[config.mk]
export PLATFORM = sky130hd
export DESIGN_NAME = chmc_cell
export DESIGN_NICKNAME = d
export VERILOG_FILES = /design/src/design/chmc_pkg.sv /design/src/design/chmc_cell.sv
export SDC_FILE = /design/constraint.sdc
export NUM_CORES = 1
export LEC_CHECK = 0
export BUFFER_PORTS_ARGS = -buffer_cell sky130_fd_sc_hd__clkbuf_2
export CAP_MARGIN = 20
export CORE_MARGIN = 4
export CORE_UTILIZATION = 50
export CTS_CLUSTER_SIZE = 16
export DETAILED_ROUTE_END_ITERATION = 10
export GPL_TIMING_DRIVEN = 0
export HOLD_SLACK_MARGIN = 0.08
export PLACE_DENSITY = 0.82
export REMOVE_ABC_BUFFERS = 1
export SETUP_SLACK_MARGIN = 0.4
export SKIP_CTS_REPAIR_TIMING = 1
export SLEW_MARGIN = 20
export SYNTH_ARGS = -nofsm -noshare
export SYNTH_HDL_FRONTEND = slang
export SYNTH_SLANG_ARGS = --single-unit
[constraint.sdc]
create_clock -name clk -period 6.3 [get_ports clk]
set_input_delay 0.63 -clock clk [delete_from_list [all_inputs] [get_ports clk]]
set_output_delay 0.63 -clock clk [all_outputs]
set_load 0.03 [all_outputs]
[src/design/chmc_pkg.sv]
// ---------------------------------------------------------------------------
// chmc_pkg
// shared widths and types for the monotone chain hull block
// ---------------------------------------------------------------------------
package chmc_pkg;

  localparam int MAX_POINTS_DEF = 32;
  localparam int COORD_BITS_DEF = 16;
  localparam int IDX_W          = 5;
  localparam int X_W            = 16;

  typedef struct packed {
    logic signed [X_W-1:0] hull_x;
    logic signed [X_W-1:0] hull_y;
    logic [IDX_W-1:0]      hull_index;
    logic                  hull_empty;
    logic                  overflow;
    logic                  last_result;
  } res_t;

  // per-cell shift control
  typedef struct packed {
    logic shift;   // open a slot at or above the insert position
    logic clear;   // drop all valid bits
  } cell_ctl_t;

endpackage

[src/design/chmc_cell.sv]
// ---------------------------------------------------------------------------
// chmc_cell
// one slot of the sorted point row: compares the new point and shifts up
// ---------------------------------------------------------------------------
module chmc_cell #(
  parameter int CW = chmc_pkg::COORD_BITS_DEF
) (
  input  logic                       clk,
  input  logic                       rst_n,
  input  logic                       load,
  input  logic                       clear,
  input  logic signed [CW-1:0]       new_x,
  input  logic signed [CW-1:0]       new_y,
  input  logic [chmc_pkg::IDX_W-1:0] new_idx,
  input  logic                       below_valid,  // lower neighbour holds a point
  input  logic                       below_after,  // lower neighbour holds a later point
  input  logic signed [CW-1:0]       below_x,
  input  logic signed [CW-1:0]       below_y,
  input  logic [chmc_pkg::IDX_W-1:0] below_idx,
  output logic                       after_o,      // this slot holds a point after new
  output logic signed [CW-1:0]       x_o,
  output logic signed [CW-1:0]       y_o,
  output logic [chmc_pkg::IDX_W-1:0] idx_o,
  output logic                       valid_o
);
  import chmc_pkg::*;

  logic signed [CW-1:0] x_r, y_r;
  logic [IDX_W-1:0]     idx_r;
  logic                 valid_r;
  logic                 fill;
  cell_ctl_t            ctl;

  assign after_o = valid_r && ((x_r > new_x) || (x_r == new_x && y_r > new_y));

  // a free slot fills only if it is the first free one (lower neighbour valid)
  assign fill      = load && !valid_r && below_valid;
  assign ctl.shift = (load && after_o) || fill;
  assign ctl.clear = clear;

  always_ff @(posedge clk) begin
    if (!rst_n || ctl.clear) begin
      valid_r <= 1'b0;
    end else if (fill) begin
      valid_r <= 1'b1;
    end
  end

  always_ff @(posedge clk) begin
    if (ctl.shift) begin
      if (below_after) begin
        x_r <= below_x; y_r <= below_y; idx_r <= below_idx;
      end else begin
        x_r <= new_x; y_r <= new_y; idx_r <= new_idx;
      end
    end
  end

  assign x_o     = x_r;
  assign y_o     = y_r;
  assign idx_o   = idx_r;
  assign valid_o = valid_r;
endmodule

==> summary.txt <==
Routing
  – DR vias: 2116
  – Number of nets with antenna violations after routing: 0
  – # DRC: 0
  – Pre-Repair DR Iteration Count: 4
  – Final wirelength: 5710 um
  – Drt initial violations: 69
  – Wire length per cell: 14.2 um
  – Vias/cell: 5.25

GRT
  – Global-route wire length before repair: 9270 um
  – Total track usage: 19.4%
  – Initial antenna violation count: 0
  – Largest net degree at the start of global routing: 68
  – Vias in the first global route: 2071
  – GR Overflow Total: 0

Logic synthesis
  – Post-synthesis cell type count: 32
  – Synth top area share: 46.3%
  – Post-synth top flop: edfxtp_1
  – Synth Instances: 230
  – Ys Warns: 0
  – Post-Syn Area: 2400 um2
  – Post-synth EDFFs: 37
  – Mean Syn Cell Area: 10.4 um2
  – Register bit total from synthesis: 38
  – Asr flop ratio synth: 0%
  – Sequential element share of the synthesized area: 47.1%
  – Cell taking the most area after synthesis: edfxtp_1
  – Synth area leaders: edfxtp_1, ha_1, o21ai_0

Final layout
  – Final instance area: 3170 um2
  – Antenna diodes: 0
  – Reg area: 1130 um2
  – # nets final: 462
  – Synth-to-Final Area Change: 31.8%
  – Area of the multi-input gates: 1120 um2
  – Ratio of cells with drive above 1 in the final layout: 39.6%
  – Filler Cell Count: 367
  – Final non-filler cell total: 403

Worst setup path
  – Worst setup SP type: input port
  – R2r endpoint: y_o[7]
  – Worst-path maximum fanout: 3
  – Crit Path Class: input port to output port
  – R2R depth: 7
  – CP Data Required Time: 5670 ps
  – R2r setup slk: 2890 ps
  – Critical path arrival: 3070 ps
  – Launch point of the worst reg-to-reg path: x_o[11]
  – Worst setup EP type: output port

Floorplanning
  – Area of the die: 5970 um2
  – Die Span Y: 77.3 um
  – Core Box Area: 4500 um2
  – Io pins: 119
  – Num rows: 24
  – Die Wd: 77.3 um
  – Initial Utilization: 53.3%

Clock tree
  – CTS tree: built
  – Clk_lat worst skew: 290 ps
  – Root Buffer: clkbuf_8
  – Total CTS buffers: 5
  – Clock sinks: 38
  – Clock slew seen by the registers of the worst setup and hold paths: 70 ps
  – H-tree levels: 2
  – Max Root-Sink Buffers: 2

STA
  – RSZ-0062 raised after global routing: no
  – Slew @ Worst Pin: 1020 ps
  – Setup TNS Final: 0 ps
  – Setup violators final: 0
  – Tmin final: 3700 ps
  – Slew Limit Fails: 0
  – Final Skew: 6.45 ps
  – Tcrit/Tclk final: 58.8%
  – Slew headroom: 32.1%
  – Maximum clock rate: 270 MHz
  – Final hold vios: 0
  – Hold slack: 494 ps

Min path
  – Worst Hold Depth: 2
  – Worst Hold Launch: clear
  – Worst Hold Class: input port to flop
  – Hold Path End: valid_o

Placed design
  – Detailed Place HPWL: 4640 um
  – Placed inst area: 3080 um2
  – Placed cell count: 395
  – GPL Wtd Cong: 0.754
  – Buffers on Ports: 118

Power
  – Max IR drop VDD: 0.121 mV
  – PwrDens: 194 nW/um2
  – Leakage: 1.58 nW

Run status
  – Status: finished, final reports clean

Run
  – Max Cap Viol: 0
==> cells in the mapped netlist, types with 2 or more instances <==
cell,instances
ha_1,32
nand3_1,4
o21ai_0,31
edfxtp_1,37
o311ai_0,2
inv_1,35
nand4_1,6
or4_4,2
nor2b_1,3
mux2_2,7
a2111oi_0,2
clkbuf_1,6
a31oi_1,2
a21o_1,4
o211ai_1,2
nand2_1,31
a21oi_1,9
==> layout by cell type (no fill, tap or decap), types with 2 or more instances in the layout <==
cell type / count
nand3_1: 4
ha_1: 32
nor2b_1: 3
clkbuf_2: 117
o21ai_0: 31
a21o_1: 4
edfxtp_1: 37
inv_1: 35
a21oi_1: 9
a2111oi_0: 2
o211ai_1: 2
clkbuf_8: 5
a31oi_1: 2
mux2_2: 7
nand2_1: 31
or4_4: 2
nand4_1: 6
o311ai_0: 2
==> stage by stage <==
| step | util, % | setup slack [ps] | power, mW |
|---|---|---|---|
| final | 70.3 | 2600 | 0.613 |
| after global routing | 70.3 | 2530 | 0.647 |
| after CTS | 70.3 | 2600 | 0.620 |
| after detailed placement | 68.5 | 2530 | 0.457 |
| after global placement | 67.3 | 1580 | 0.448 |
| after floorplan | - | 2320 | 0.394 |
==> cell families (layout without fill, tap and decap cells) <==
kind of cell / count (synthesis) / in the layout / share of synthesized area, %
flip-flops: 38 / 38 / 47.1
buffers and inverters: 42 / 163 / 6.57
multiplexers: 7 / 7 / 3.28
adder cells (fa/ha/maj): 32 / 32 / 16.7
AO/OA/AOI/OAI: 59 / 59 / 15.0
AND/OR/NAND/NOR: 52 / 52 / 11.4
==> worst max path at each step <==
| stage | start | to | slack (ps) | cells past startpoint |
|---|---|---|---|---|
| 2_1_floorplan | new_x[14] | idx_o[0] | 2320 | 7 |
| 3_3_place_gp | new_x[11] | y_o[13] | 1580 | 8 |
| 3_5_place_dp | new_x[11] | idx_o[1] | 2530 | 9 |
| 4_1_cts | new_x[11] | after_o | 2600 | 9 |
| 5_1_grt | new_x[11] | after_o | 2530 | 9 |
| 6_report | new_x[11] | after_o | 2600 | 9 |
==> final cells by class <==
cell class | count | area share (%)
timing repair buffer | 120 | 20.0
sequential | 38 | 35.7
tap | 52 | 2.06
inverter | 35 | 4.15
clock buffer | 6 | 2.29
multi-input combinational | 150 | 35.5
clock inverter | 2 | 0.277
==> sequential cells by signal (all words and copies together), names as in the netlist <==
register  flops
x_o          16
idx_o         5
valid_o       1
y_o          16
==> metal layers <==
layer | part of all wire (%) | routed length, um | up-vias | GRT usage, %
met5 | 0 | 0 | - | 0
met3 | 7.3 | 415 | 5 | 4.80
met4 | 1.2 | 70 | 0 | 6.05
met1 | 42 | 2410 | 960 | 23.2
li1 | - | - | 1073 | -
met2 | 49 | 2810 | 78 | 33.9
==> power by group <==
group | switching, mW | internal [mW]
combinational | 0.0868 | 0.0598
sequential | 0.00747 | 0.296
clock | 0.0865 | 0.0762
==> critical path: stages <==
cell,delay [ps]
clkbuf_2,80
inv_1,50
ha_1,300
nand4_1,190
or4_4,580
or3_1,360
or4_4,440
a31oi_1,200
clkbuf_2,240
No activity file was read; power rests on OpenSTA's default activity.
